File: src/rtl/core/ecm_cwc_ram.sv
// Generic single write port, single read port RAM with registered read.
module ecm_cwc_ram #(
  parameter int unsigned Width = 8,
  parameter int unsigned Depth = 16
) (
  input  logic                     clk_i,
  input  logic                     we_i,
  input  logic [$clog2(Depth)-1:0] waddr_i,
  input  logic [Width-1:0]         wdata_i,
  input  logic [$clog2(Depth)-1:0] raddr_i,
  output logic [Width-1:0]         rdata_o
);

  logic [Width-1:0] mem [Depth];
  logic [Width-1:0] rdata_q;

  always_ff @(posedge clk_i) begin
    if (we_i) begin
      mem[waddr_i] <= wdata_i;
    end
    rdata_q <= mem[raddr_i];
  end

  assign rdata_o = rdata_q;

endmodule

File: config.mk
export PLATFORM = sky130hd
export DESIGN_NAME = ecm_cwc_ram
export DESIGN_NICKNAME = d
export VERILOG_FILES = /design/src/rtl/core/ecm_cwc_ram.sv
export SDC_FILE = /design/constraint.sdc
export NUM_CORES = 1
export LEC_CHECK = 0
export ABC_AREA = 1
export BUFFER_PORTS_ARGS = -buffer_cell sky130_fd_sc_hd__buf_2
export CAP_MARGIN = 25
export CORE_MARGIN = 2
export CORE_UTILIZATION = 55
export CTS_CLUSTER_SIZE = 25
export DETAILED_ROUTE_END_ITERATION = 8
export GPL_ROUTABILITY_DRIVEN = 0
export PLACE_DENSITY = 0.75
export SETUP_SLACK_MARGIN = 0.4
export SLEW_MARGIN = 20
export SYNTH_ARGS = -nofsm -noshare
export SYNTH_HDL_FRONTEND = slang
export SYNTH_SLANG_ARGS = --single-unit
File: constraint.sdc
create_clock -name clk_i -period 1 [get_ports clk_i]
set_input_delay 0.05 -clock clk_i [delete_from_list [all_inputs] [get_ports clk_i]]
set_output_delay 0.05 -clock clk_i [all_outputs]
set_load 0.1 [all_outputs]
==> flow_summary.toml <==
[placed_design]
dp_hpwl_um = 8440
port_buffers = 25
placed_area_um2 = 6460

[critical_path]
slowest_delay_ns = 0.37
worst-setup-path-type = "reg2out"
rr_worst_depth = 6
worst_setup_path_start_kind = "flop"
cp_max_fo = 1
critPathArrivalTime_ns = 1.07
cp_slowest_cell = "dfxtp_4"
path_cells = "buf_12"
required_ns = 0.95
cp_num_cells = 1
path_buf_inv = 1
critPathTopFamily = "flip-flops"
critPathCaptureType = "output pin"

[die]
coreArea_um2 = 10200
die_w_um = 106
dieArea_um2 = 11300
start_util_pct = 56.4
num_io_pins = 26
die_height_um = 106
rows = 37

[synthesis]
syn_nets = 569
ys_async_sr_fraction_pct = 0
synth_seq_cells = 136
synth_edf_count = 128
syn_inst = 551
synth_area_um2 = 5770
seq_area_frac_synth_pct = 69.4
synth_cell_types = 12
ys_warn_count = 0
ys_top_cells_by_count = "nand2_1 (173), edfxtp_1 (128), inv_1 (100)"
yosysMostFrequentCell = "nand2_1"
syn-mean-instance-area_um2 = 10.5
synth_largest_area_cell = "edfxtp_1"
synth_top_cell_area_share_pct = 66.7
yosys-top-cells-area = "edfxtp_1 (67%), nand2_1 (11%), nand3_1 (8.4%)"
synth_flop_cell = "edfxtp_1"

[routing]
wire_per_inst_um = 19.2
dr.first_iter.drc_count = 497
drc_errors = 0
drtAntennaViolNets = 0
vias = 4093
viasPerCell = 5.48
drt_first_pass_iters = 7
finalWirelength_um = 14300

[grt]
groute.usage.overall_pct = 26.1
grt_pass1_wl_um = 21300
antenna_found_initial = 0
grt_max_degree = 33
grt.overflow.total = 0
grt_pass1_vias = 3957

[clock_network]
cts_tree = "done"
htree_levels = 4
path_clk_slew_ns = 0.06
numCtsBuffers = 17
hold_buffers = 3
cts_sinks = 136
clock_path_buffers = 2
cts-root-buf = "clkbuf_8"
clkLatencyLatePin_ns = 0.53

[sta]
rsz0062_at_grt = "true"
period_share_pct = 112
fin_ws_ns = -0.115
holdWs_ns = -0.0995
maxSlewViolCount = 0
setup_viol = 8
slew_headroom_pct = 73.7
fmax_mhz = 897
tightest_slew_ns = 0.395
fin_tns_setup_ns = -0.818
finalHoldViolations = 88
fin_crit_ns = 1.12
fin_skew_ns = 0.00483

[power_and_ir_drop]
leakage_nw = 3.22
power_density_nw_per_um2 = 2010
p_int_mw = 11.9
switching_share_pct = 22.1
switchingPower_mw = 3.37
power_frac_seq_pct = 42.2
irDropWorstVdd_mv = 1.65
clockPowerShare_pct = 48.5
pwr-share-comb_pct = 9.3

[hold_path]
holdPathStages = 3
hp-class = "in2reg"

[layout]
layout.nets = 616
stdcell_area_um2 = 7600
area_delta_synth_final_pct = 31.9
drive_gt1_share_pct = 34.2
diodes = 0
postLayoutCoreUtil_pct = 74.3

[run_status]
outcome = "finished, violations left"
violations = "negative hold slack, negative setup slack"

[job]
maxCapViolations = 0
[logic make-up after synthesis]
logic type    Yosys count  synth area share [%]
buf+inv               126                  9.52
simple gates          289                  21.0
flops                 136                  69.4
[final timing paths]
check,start,to,slack [ns]
max reg2reg,mem[10][0]$_DFFE_PP_,rdata_o[0]$_DFF_P_,0.02
min,raddr_i[3],rdata_o[5]$_DFF_P_,-0.1
max,rdata_o[0]$_DFF_P_,rdata_o[0],-0.12
min reg2reg,mem[3][5]$_DFFE_PP_,rdata_o[5]$_DFF_P_,0.70
[sequential cells by signal, summed over array words and instances, names as in the netlist]
signal and count:
rdata_o 8, mem 128
[what timing repair did]
action / CTS / global route
resized for setup: 30 / 69
buffers inserted: 0 / 0
pin swaps: 26 / 46
setup endpoints to repair: 24 / 56
endpoints found under the hold margin: 136 / 88
[power by group through the flow]
stage	clock, mW	sequential, mW	combinational (mW)
finish	7.41	6.45	1.42
global route	7.67	6.46	1.51
CTS	7.45	6.45	1.31
detailed placement	0	6.56	1.24
global placement	0	6.56	1.22
floorplan	0	6.80	0.491
[per-layer routing]
layer	track usage, %	share of wire (%)	vias up
met5	0	0	-
met4	12.4	3.3	0
met3	6.32	8.2	46
met2	41.0	49	220
met1	34.6	39	1952
li1	-	-	1875
[layout make-up]
| class | count | area [um^2] |
|---|---|---|
| clock buffers | 17 | 414 |
| clock inverters | 15 | 298 |
| fillers | 588 | 2630 |
| inverters | 102 | 388 |
| multi-input cells | 289 | 1730 |
| flip-flops and latches | 136 | 4030 |
| well taps | 136 | 170 |
| repair buffers | 52 | 567 |
[per-stage QoR]
step / setup WS, ns / power [mW] / instances
floorplan: 0.0764 / 7.29 / 551
global placement: -0.0875 / 7.78 / 712
detailed placement: -0.144 / 7.81 / 712
CTS: -0.135 / 15.2 / 747
global route: -0.144 / 15.6 / 747
finish: -0.115 / 15.3 / 747
[cell usage in the layout (no fill, tap or decap)]
master	n
nor2_2	8
edfxtp_1	128
clkbuf_16	16
nor2_4	9
inv_4	2
dlygate4sd3_1	3
buf_6	1
inv_6	1
nand2_1	153
clkinvlp_4	3
inv_1	87
nand3_2	65
bufinv_16	8
nand3b_1	2
buf_4	17
clkbuf_8	1
buf_12	16
nand2_2	16
buf_2	14
inv_2	13
dfxtp_4	8
nand3_1	29
clkbuf_4	1
nand2_4	4
clkinv_4	3
nand3_4	3
Note: power is estimated with default switching activity, not from simulation.
