<file path="src/rtl/core/ecm_cwc_pkg.sv">
// Package: shared types, constants and CRC helper for the control word cache.
package ecm_cwc_pkg;

  localparam int unsigned APB_AW = 3;
  localparam int unsigned META_W = 98;

  localparam logic [31:0] CRC_POLY = 32'h04C1_1DB7;
  localparam logic [31:0] CRC_INIT = 32'hFFFF_FFFF;

  localparam logic REG_MAX_ENTRIES = 1'b0;
  localparam logic REG_EVICT_CHUNK = 1'b1;

  localparam logic CMD_ADD  = 1'b0;
  localparam logic CMD_FIND = 1'b1;

  typedef enum logic [1:0] {
    STAT_INSERTED  = 2'd0,
    STAT_DUPLICATE = 2'd1,
    STAT_FOUND     = 2'd2,
    STAT_NOT_FOUND = 2'd3
  } status_e;

  typedef enum logic [3:0] {
    ST_CLR,
    ST_IDLE,
    ST_PAD,
    ST_EV_RD,
    ST_EV_WR,
    ST_LK_RD,
    ST_LK_CHK,
    ST_CMP_RD,
    ST_CMP_CHK,
    ST_INS,
    ST_CP_RD,
    ST_CP_WR,
    ST_RESP
  } state_e;

  typedef struct packed {
    logic [6:0] max_entries;
    logic [6:0] evict_chunk;
  } cfg_t;

  function automatic logic [31:0] crc_byte(input logic [31:0] crc_in, input logic [7:0] b);
    logic [31:0] c;
    c = crc_in ^ {b, 24'h0};
    for (int k = 0; k < 8; k++) begin
      if (c[31]) begin
        c = {c[30:0], 1'b0} ^ CRC_POLY;
      end else begin
        c = {c[30:0], 1'b0};
      end
    end
    return c;
  endfunction

endpackage

</file>
<file path="src/rtl/core/ecm_cwc_regs.sv">
// APB configuration registers of the control word cache.
module ecm_cwc_regs (
  input  logic                         clk_i,
  input  logic                         rst_ni,
  input  logic                         psel,
  input  logic                         penable,
  input  logic                         pwrite,
  input  logic [ecm_cwc_pkg::APB_AW-1:0] paddr,
  input  logic [31:0]                  pwdata,
  output logic [31:0]                  prdata,
  output logic                         pready,
  output ecm_cwc_pkg::cfg_t            cfg_o
);
  import ecm_cwc_pkg::*;

  logic [6:0] max_entries_q, max_entries_d;
  logic [6:0] evict_chunk_q, evict_chunk_d;
  logic       wr;

  assign wr = psel && penable && pwrite;

  always_comb begin
    max_entries_d = max_entries_q;
    evict_chunk_d = evict_chunk_q;
    if (wr) begin
      unique case (paddr[2])
        REG_MAX_ENTRIES: max_entries_d = pwdata[6:0];
        REG_EVICT_CHUNK: evict_chunk_d = pwdata[6:0];
        default: ;
      endcase
    end
  end

  always_ff @(posedge clk_i or negedge rst_ni) begin
    if (!rst_ni) begin
      max_entries_q <= 7'd64;
      evict_chunk_q <= 7'd1;
    end else begin
      max_entries_q <= max_entries_d;
      evict_chunk_q <= evict_chunk_d;
    end
  end

  always_comb begin
    unique case (paddr[2])
      REG_MAX_ENTRIES: prdata = {25'h0, max_entries_q};
      REG_EVICT_CHUNK: prdata = {25'h0, evict_chunk_q};
      default:         prdata = 32'h0;
    endcase
  end

  assign pready            = 1'b1;
  assign cfg_o.max_entries = max_entries_q;
  assign cfg_o.evict_chunk = evict_chunk_q;

endmodule

</file>
<file path="config.mk">
export PLATFORM = sky130hd
export DESIGN_NAME = ecm_cwc_regs
export DESIGN_NICKNAME = d
export VERILOG_FILES = /design/src/rtl/core/ecm_cwc_pkg.sv /design/src/rtl/core/ecm_cwc_regs.sv
export SDC_FILE = /design/constraint.sdc
export NUM_CORES = 1
export LEC_CHECK = 0
export BUFFER_PORTS_ARGS = -buffer_cell sky130_fd_sc_hd__buf_2
export CORE_UTILIZATION = 34
export CTS_BUF_LIST = sky130_fd_sc_hd__clkbuf_16
export CTS_CLUSTER_SIZE = 25
export DETAILED_ROUTE_END_ITERATION = 12
export PLACE_DENSITY_LB_ADDON = 0.15
export SYNTH_ARGS = -nofsm -noshare
export SYNTH_HDL_FRONTEND = slang
export SYNTH_SLANG_ARGS = --single-unit
</file>
<file path="constraint.sdc">
create_clock -name clk_i -period 0.95 [get_ports clk_i]
set_clock_uncertainty 0.05 [all_clocks]
set_input_delay 0.1425 -clock clk_i [delete_from_list [all_inputs] [get_ports clk_i]]
set_output_delay 0.1425 -clock clk_i [all_outputs]
set_load 0.03 [all_outputs]
</file>
==> results_dict.tcl, run 1 <==
set metrics [dict create \
    grt_overflow_total 0 \
    timing.final.crit_share_pct 132 \
    reg2reg_depth 3 \
    diodes 0 \
    syn_to_final_growth_pct 64.2 \
    ant_nets 0 \
    vias_per_cell 4.17 \
    cts_tree "built" \
    setup_ws_ns -0.301 \
    syn_inst 66 \
    fmaxAchievable_mhz 799 \
    fin_nets 158 \
    p_sw_share_pct 34.8 \
    dp_hpwl_um 1130 \
    violations "setup timing" \
    internal_power_mw 2.19 \
    multiInputGateArea_um2 419 \
    synth-seq-cells 14 \
    grt_pass1_wl_um 2660 \
    power-per-cell-area_nw_per_um2 2440 \
    drive_gt1_share_pct 74.4 \
    power_frac_comb_pct 51.2 \
    cts-htree-levels 1 \
    p_switching_mw 1.17 \
    status "finished, violations left" \
    fin_area_um2 1380 \
    dieArea_um2 2670 \
    start_util_pct 36.9 \
    routabilityCongestion 0.621 \
    cp_max_fo 2 \
    power.share.clock_pct 23.4 \
    avgSynthCellArea_um2 12.7 \
    grtUsageTotal_pct 13.9 \
    drc 0 \
    r2r_slack_ns -0.09 \
    first_pass_iters 2 \
    ir_drop_uv 1380 \
    die_w_um 51.7 \
    wirelength_um 1690 \
    fp.coreArea_um2 2280 \
    hp-start "pwdata[4]" \
    grt_pass1_vias 597 \
    io_buffers 33 \
    crit_path_start_kind "flop" \
    grt_max_degree 15 \
    hold_path_class "primary input to flop" \
    n_fill_cell 198 \
    cap_violations 0 \
    rows 17 \
    ios 87 \
    setup.worst_path.end_class "primary output" \
    ys_types 8 \
    fp.dieH_um 51.7 \
    setup_viol 22 \
    grt_antenna_before_repair 0 \
    clkTransAtPathRegs_ns 0.05 \
    hold_depth 2 \
    fin_tns_setup_ns -4.22 \
    cp.required_ns 0.76 \
    slew_violations 0 \
    final-seq-area_um2 365 \
    finalCriticalPeriod_ns 1.25 \
    p_leak_nw 0.722 \
    synth-seq-area-share_pct 42.0 \
    ys_warn_count 0 \
    clk_latency_ns 0.24 \
    r2r-end "max_entries_q[2]$_DFFE_PN0P_" \
    num_vias 605 \
    seqPwrFrac_pct 25.4 \
    timing.rr.start "max_entries_q[2]$_DFFE_PN0P_" \
    cp.arrival_ns 1.06 \
    cts_buffers 3 \
    wire_per_inst_um 11.7 \
    drt_iter0_drc 2 \
    grt_setup_unrepaired "yes" \
    cts_sinks 14 \
    hold_viol_final 0 \
    dpl_cell_area_um2 1060 \
    whs_endpoint "evict_chunk_q[4]$_DFFE_PN0P_" \
    netlist_area_um2 840 \
    clockBufferDepth 2 \
    cts_root_buffer "clkbuf_16" \
    whs_ns 0.100 \
    crit_type "flop to primary output" \
]
==> critical path, cell delays in order (launching register included) <==
cell and delay (ns):
dfrtp_2 0.41, mux2_4 0.28, buf_6 0.14
==> layer usage <==
metal  vias to the layer above  share of wire [%]  track usage [%]
met3                         2                6.4             2.92
met1                       292                 42             16.8
met5                         -                  0                0
met4                         0               0.47             5.41
li1                        273                  -                -
met2                        38                 51             23.8
==> sequential cells by signal, indices dropped and copies added (netlist names) <==
signal         cells
max_entries_q      7
evict_chunk_q      7
==> cells by family (layout without fill, tap and decap cells) <==
group | Yosys count | after routing | synth area share [%]
and+or+nand+nor | 2 | 2 | 4.32
other | 2 | 26 | 0.895
buffers and inverters | 27 | 54 | 24.6
DFF | 14 | 14 | 42.0
muxes | 21 | 21 | 28.2
==> layout by cell type, fill, tap and decap left out, drive strengths merged <==
master,synthesis,routed
buf,27,49
conb,2,26
mux2,21,21
dfrtp,12,12
clkbuf,0,3
dfstp,2,2
nand4,1,1
nand4b,1,1
clkinv,0,1
dlygate4sd3,0,1
==> how the worst max path moves through the flow <==
| stage | to | from | slack (ns) | cells past startpoint |
|---|---|---|---|---|
| 6_report | prdata[1] | max_entries_q[1]$_DFFE_PN0P_ | -0.30 | 2 |
| 3_3_place_gp | prdata[2] | paddr[2] | -0.14 | 4 |
| 3_5_place_dp | prdata[2] | paddr[2] | -0.14 | 4 |
| 5_1_grt | prdata[1] | max_entries_q[1]$_DFFE_PN0P_ | -0.32 | 2 |
| 4_1_cts | prdata[6] | max_entries_q[6]$_DFFE_PN1P_ | -0.30 | 2 |
| 2_1_floorplan | prdata[6] | max_entries_q[6]$_DFFE_PN1P_ | -0.08 | 1 |
==> power by group through the flow <==
stage,clock network [mW],logic (mW),registers (mW)
6_report,0.787,1.72,0.855
5_1_grt,0.832,1.82,0.868
4_1_cts,0.796,1.64,0.855
3_5_place_dp,0,1.25,0.849
3_3_place_gp,0,1.24,0.840
2_1_floorplan,0,0.632,1.13
==> metrics by stage <==
step / cells / setup WS, ns / util (%) / power [mW]
floorplan: 90 / -0.0837 / - / 1.76
global placement: 135 / -0.136 / 46.5 / 2.08
detailed placement: 135 / -0.138 / 46.5 / 2.09
CTS: 143 / -0.295 / 58.6 / 3.30
global route: 145 / -0.318 / 60.6 / 3.52
finish: 145 / -0.301 / 60.6 / 3.37
==> synthesized netlist by cell type, drive strengths merged <==
cell / count / area share, %
buf: 27 / 25
mux2: 21 / 28
dfrtp: 12 / 36
conb: 2 / 0.89
dfstp: 2 / 6.3
nand4: 1 / 1.5
nand4b: 1 / 2.8
==> timing repair <==
action / in CTS / in global routing
setup buffers: 4 / 7
hold buffers: 1 / 0
setup endpoints to repair: 22 / 29
resized for setup: 51 / 13
pin swaps: 0 / 0
endpoints found under the hold margin: 12 / 0
==> layout make-up <==
cell class / count / share of cell area, %
timing repair buffer: 50 / 34.8
clock inverter: 1 / 0.272
tap: 28 / 2.54
sequential: 14 / 26.5
clock buffer: 3 / 5.44
multi-input combinational: 49 / 30.4
Note: power is estimated with default switching activity, not from simulation.
==> run 2, diff against run 1 <==
--- a/config.mk
+++ b/config.mk
@@ -14,3 +14,4 @@
 export SYNTH_ARGS = -nofsm -noshare
 export SYNTH_HDL_FRONTEND = slang
 export SYNTH_SLANG_ARGS = --single-unit
+export TNS_END_PERCENT = 30
==> run 2 against run 1 <==
Net effect: the run still ends with setup timing left; largest cell class unchanged; wire length decreased by 5.6%; combinational power decreased by 7%; critical path depth unchanged; fmax increased by 0.62%; die area unchanged; via count decreased by 2.0%; largest power group unchanged; flip-flop and latch count unchanged; core utilization decreased by 2.7 points; first-iteration DRC count decreased by 100%; hold slack got worse by 0.0048 ns.
==> results_dict.tcl, run 2 (synthesis gave the netlist of run 1 again) <==
set metrics [dict create \
    status "finished, violations left" \
    violations "setup timing" \
    hold_path_class "primary input to flop" \
    clockBufferDepth 2 \
    setup_viol 22 \
    grt_pass1_vias 537 \
    vias_per_cell 4.15 \
    cp.required_ns 0.76 \
    critPathSlowestCell "dfrtp_1" \
    cap_violations 0 \
    wirelength_um 1600 \
    fmaxAchievable_mhz 804 \
    crit_path_start_kind "flop" \
    setup_ws_ns -0.293 \
    num_vias 593 \
    p_leak_nw 0.690 \
    dp_hpwl_um 1130 \
    fp.coreArea_um2 2280 \
    cp_max_fo 2 \
    routabilityCongestion 0.667 \
    clk_latency_ns 0.24 \
    cts_sinks 14 \
    clkTransAtPathRegs_ns 0.05 \
    cts_tree "built" \
    fin_tns_setup_ns -3.87 \
    layout_common_cells "26 x conb_1, 26 x buf_6, 14 x mux2_2, 13 x buf_2, 12 x dfrtp_1" \
    dieArea_um2 2670 \
    drc 0 \
    drive_gt1_share_pct 65.2 \
    grt_overflow_total 0 \
    cts-htree-levels 1 \
    fin_nets 156 \
    place_ws_ns -0.157 \
    setup.worst_path.end_class "primary output" \
    ios 87 \
    syn_to_final_growth_pct 56.8 \
    cp.arrival_ns 1.05 \
    io_buffers 33 \
    die_w_um 51.7 \
    hold_viol_final 0 \
    rows 17 \
    ant_nets 0 \
    wire_per_inst_um 11.2 \
    slew_violations 0 \
    grt_pass1_wl_um 2340 \
    first_pass_iters 1 \
    fp.dieH_um 51.7 \
    cts_buffers 3 \
    power-per-cell-area_nw_per_um2 2450 \
    start_util_pct 36.9 \
    grt_max_degree 15 \
    grt_antenna_before_repair 0 \
    startpoint "max_entries_q[3]$_DFFE_PN0P_" \
    cts_root_buffer "clkbuf_16" \
    finalCriticalPeriod_ns 1.24 \
    diodes 0 \
    grt_setup_unrepaired "yes" \
    drt_iter0_drc 0 \
    fin_cells 143 \
    slowest_delay_ns 0.40 \
    reg_top3 "evict_chunk_q: 7 flops, max_entries_q: 7 flops" \
    ir_drop_uv 1470 \
    timing.rr.start "max_entries_q[1]$_DFFE_PN0P_" \
    n_fill_cell 201 \
    total_power_mw 3.22 \
    grtUsageTotal_pct 12.4 \
    crit_type "flop to primary output" \
    timing.final.crit_share_pct 131 \
    placedCellCount 136 \
    hp-start "pwdata[5]" \
    crit_chain "mux2_4, buf_6" \
]
-- run 2: changes by cell type in the layout (fill, tap and decap cells not counted) --
cell / delta
dfrtp_1: +10
dfrtp_2: -10
mux2_4: -6
buf_2: +1
buf_12: +1
mux2_2: +6
buf_4: +2
buf_6: -6
-- run 2: layout make-up --
type                       count  area, um2  share of cell area (%)
timing repair buffer          48        453                    34.4
multi-input combinational     49        397                    30.1
sequential                    14        353                    26.8
clock buffer                   3       75.1                    5.70
tap                           28       35.0                    2.66
clock inverter                 1       3.75                   0.285
-- run 2: worst max-delay path, delay by kind of cell (launching register included) --
| family | cells | cell delay, ns |
|---|---|---|
| flops | 1 | 0.40 |
| buf+inv | 1 | 0.14 |
| mux | 1 | 0.28 |
-- run 2: timing repair --
action | in CTS | in global routing
setup buffers | 0 | 2
resized for setup | 39 | 7
setup endpoints to repair | 21 | 24
endpoints found under the hold margin | 12 | 0
hold buffers | 1 | 0
-- run 2: worst paths after layout --
path | end | slack, ns | cells past startpoint
max in group asynchronous | max_entries_q[6]$_DFFE_PN1P_ | 0.29 | 2
min | max_entries_q[5]$_DFFE_PN0P_ | 0.1 | 2
min in group asynchronous | max_entries_q[4]$_DFFE_PN0P_ | 0.28 | 2
max reg2reg | max_entries_q[1]$_DFFE_PN0P_ | -0.09 | 3
max | prdata[3] | -0.29 | 2
min reg2reg | evict_chunk_q[3]$_DFFE_PN0P_ | 0.53 | 1
-- run 2: where the power goes --
group / leakage (nW) / internal [mW] / total, mW / switching (mW)
Sequential: 0.165 / 0.745 / 0.838 / 0.0929
Clock: 0.0385 / 0.555 / 0.782 / 0.227
Combinational: 0.486 / 0.777 / 1.60 / 0.822
-- run 2: layer usage --
| metal | vias to the layer above | track usage (%) | routed length [um] |
|---|---|---|---|
| met5 | - | 0 | 0 |
| met4 | 0 | 5.41 | 20 |
| met3 | 4 | 2.63 | 83 |
| met2 | 37 | 20.8 | 820 |
| met1 | 281 | 15.1 | 673 |
| li1 | 271 | - | - |
-- run 2: per-stage QoR --
stage	util [%]	area, um2	hold WS (ns)
after floorplan	-	956	-0.203
after global placement	46.8	1060	0.00705
after detailed placement	46.8	1060	0.00837
after CTS	56.0	1270	0.0993
after global routing	57.8	1320	0.102
final	57.8	1320	0.0955
==> run 3, diff against run 2 <==
==> constraint.sdc (replaced) <==
create_clock -name clk_i -period 0.95 [get_ports clk_i]
set_clock_uncertainty 0.05 [all_clocks]
set_input_delay 0.1425 -clock clk_i [delete_from_list [all_inputs] [get_ports clk_i]]
set_output_delay 0.1425 -clock clk_i [all_outputs]
set_load 0.1 [all_outputs]
==> run 3 against run 2 <==
Net effect: the run still ends with setup timing left; wire length is 12% higher; highest routed layer unchanged; core utilization is 16 points higher; fmax is 9.2% lower; final area is 27% higher; sequential power is 9.7% higher; register-to-register slack worse by 0.08 ns; first-iteration DRC count stayed put; critical path depth stayed put; clock power is 2% higher; hold slack worse by 0.0015 ns.
==> results_dict.tcl, run 3 (synthesis gave the netlist of run 1 again) <==
set metrics [dict create \
    fin_tns_setup_ns -7.60 \
    drive_gt1_share_pct 76.7 \
    seqPwrFrac_pct 16.8 \
    fmaxAchievable_mhz 730 \
    crit_chain "mux2_4, buf_12" \
    slowest_delay_ns 0.61 \
    drc 0 \
    io_buffers 33 \
    cts-htree-levels 1 \
    hold_viol_final 0 \
    vias_per_cell 4.04 \
    clockBufferDepth 2 \
    crit_type "flop to primary output" \
    ir_drop_uv 2380 \
    power-per-cell-area_nw_per_um2 3280 \
    layout_common_cells "26 x conb_1, 22 x buf_12, 19 x mux2_4, 16 x buf_6, 12 x buf_2" \
    final_common_cell "conb_1" \
    grt_pass1_wl_um 2950 \
    cp.arrival_ns 1.18 \
    timing.final.crit_share_pct 144 \
    routabilityCongestion 0.636 \
    power_frac_comb_pct 68.6 \
    grt_antenna_before_repair 0 \
    clk_latency_ns 0.24 \
    grt_setup_unrepaired "yes" \
    grt_pass1_vias 600 \
    dp_hpwl_um 1320 \
    wire_per_inst_um 12.1 \
    setup_viol 32 \
    violations "setup timing" \
    cap_violations 0 \
    internal_power_mw 2.76 \
    cts_buffers 3 \
    p_leak_nw 0.836 \
    ios 87 \
    grt_overflow_total 0 \
    drt_iter0_drc 0 \
    slew_violations 0 \
    dieArea_um2 2670 \
    fin_util_pct 73.4 \
    fin_nets 161 \
    diodes 0 \
    cts_sinks 14 \
    cp_max_fo 2 \
    fp.coreArea_um2 2280 \
    wirelength_um 1790 \
    power.share.clock_pct 14.6 \
    crit_path_start_kind "flop" \
    cp.required_ns 0.76 \
    p_switching_mw 2.72 \
    status "finished, violations left" \
    grt_max_degree 15 \
    whs_ns 0.0940 \
    clkTransAtPathRegs_ns 0.05 \
    p_sw_share_pct 49.7 \
    fp.dieH_um 51.7 \
    critPathSlowestCell "dfstp_4" \
    hold_path_class "primary input to flop" \
    syn_to_final_growth_pct 99.0 \
    die_w_um 51.7 \
    grtUsageTotal_pct 15.5 \
    first_pass_iters 1 \
    setup.worst_path.end_class "primary output" \
    critPathTopFamily "flip-flops" \
    cts_tree "built" \
    reg_top3 "evict_chunk_q: 7 flops, max_entries_q: 7 flops" \
    rows 17 \
    setup_ws_ns -0.420 \
    ant_nets 0 \
    num_vias 598 \
    start_util_pct 36.9 \
    cts_root_buffer "clkbuf_16" \
    finalCriticalPeriod_ns 1.37 \
    crit_buf_inv 1 \
]
-- run 3: worst reg2reg max path, delay by kind of cell (launching register included) --
kind	cells	cell delay, ns
buf+inv	2	0.23
mux	1	0.25
flops	1	0.47
-- run 3: stage by stage --
stage               power [mW]  std cells  setup slack [ns]  instance area (um2)
detailed placement        4.46        140            -0.224                 1460
floorplan                 3.28         90            -0.416                 1010
global placement          4.45        140            -0.213                 1460
CTS                       5.41        145            -0.427                 1610
finish                    5.48        148            -0.420                 1670
global route              5.64        148            -0.444                 1670
-- run 3: area by class of cell --
cell class,instances,area [um2]
Clock buffer,3,75.1
Clock inverter,1,3.75
Fill cell,152,606
Multi-Input combinational cell,49,450
Sequential cell,14,400
Tap cell,28,35.0
Timing Repair Buffer,53,706
-- run 3: per-layer routing --
metal  routed length (um)  global-route usage [%]
met5                    0                       0
met4                   19                    4.05
met1                  702                    18.8
met2                  942                    26.6
met3                  127                    4.68
-- run 3: path summary, 6_finish.rpt --
| check | endpoint | depth (start not counted) | slack, ns | startpoint |
|---|---|---|---|---|
| setup / recovery | prdata[6] | 2 | -0.42 | max_entries_q[6]$_DFFE_PN1P_ |
| hold / removal | evict_chunk_q[5]$_DFFE_PN0P_ | 2 | 0.09 | pwdata[5] |
| setup reg to reg | max_entries_q[3]$_DFFE_PN0P_ | 3 | -0.17 | max_entries_q[3]$_DFFE_PN0P_ |
| hold reg to reg | evict_chunk_q[6]$_DFFE_PN0P_ | 2 | 0.57 | evict_chunk_q[6]$_DFFE_PN0P_ |
| max in group asynchronous | max_entries_q[6]$_DFFE_PN1P_ | 2 | 0.28 | rst_ni |
| min in group asynchronous | evict_chunk_q[2]$_DFFE_PN0P_ | 2 | 0.29 | rst_ni |
-- run 3: power groups by stage --
stage / Clock, mW / Combinational (mW) / Sequential, mW
floorplan: 0 / 1.37 / 1.91
global placement: 0 / 3.55 / 0.895
detailed placement: 0 / 3.56 / 0.903
CTS: 0.818 / 3.67 / 0.917
global route: 0.844 / 3.86 / 0.937
finish: 0.801 / 3.76 / 0.919
-- run 3: what timing repair did --
| item | CTS | global route |
|---|---|---|
| endpoints found under the hold margin | 12 | 0 |
| buffers inserted | 0 | 3 |
| endpoints found under the setup margin | 34 | 35 |
| hold buffers | 1 | 0 |
| resized for setup | 17 | 9 |
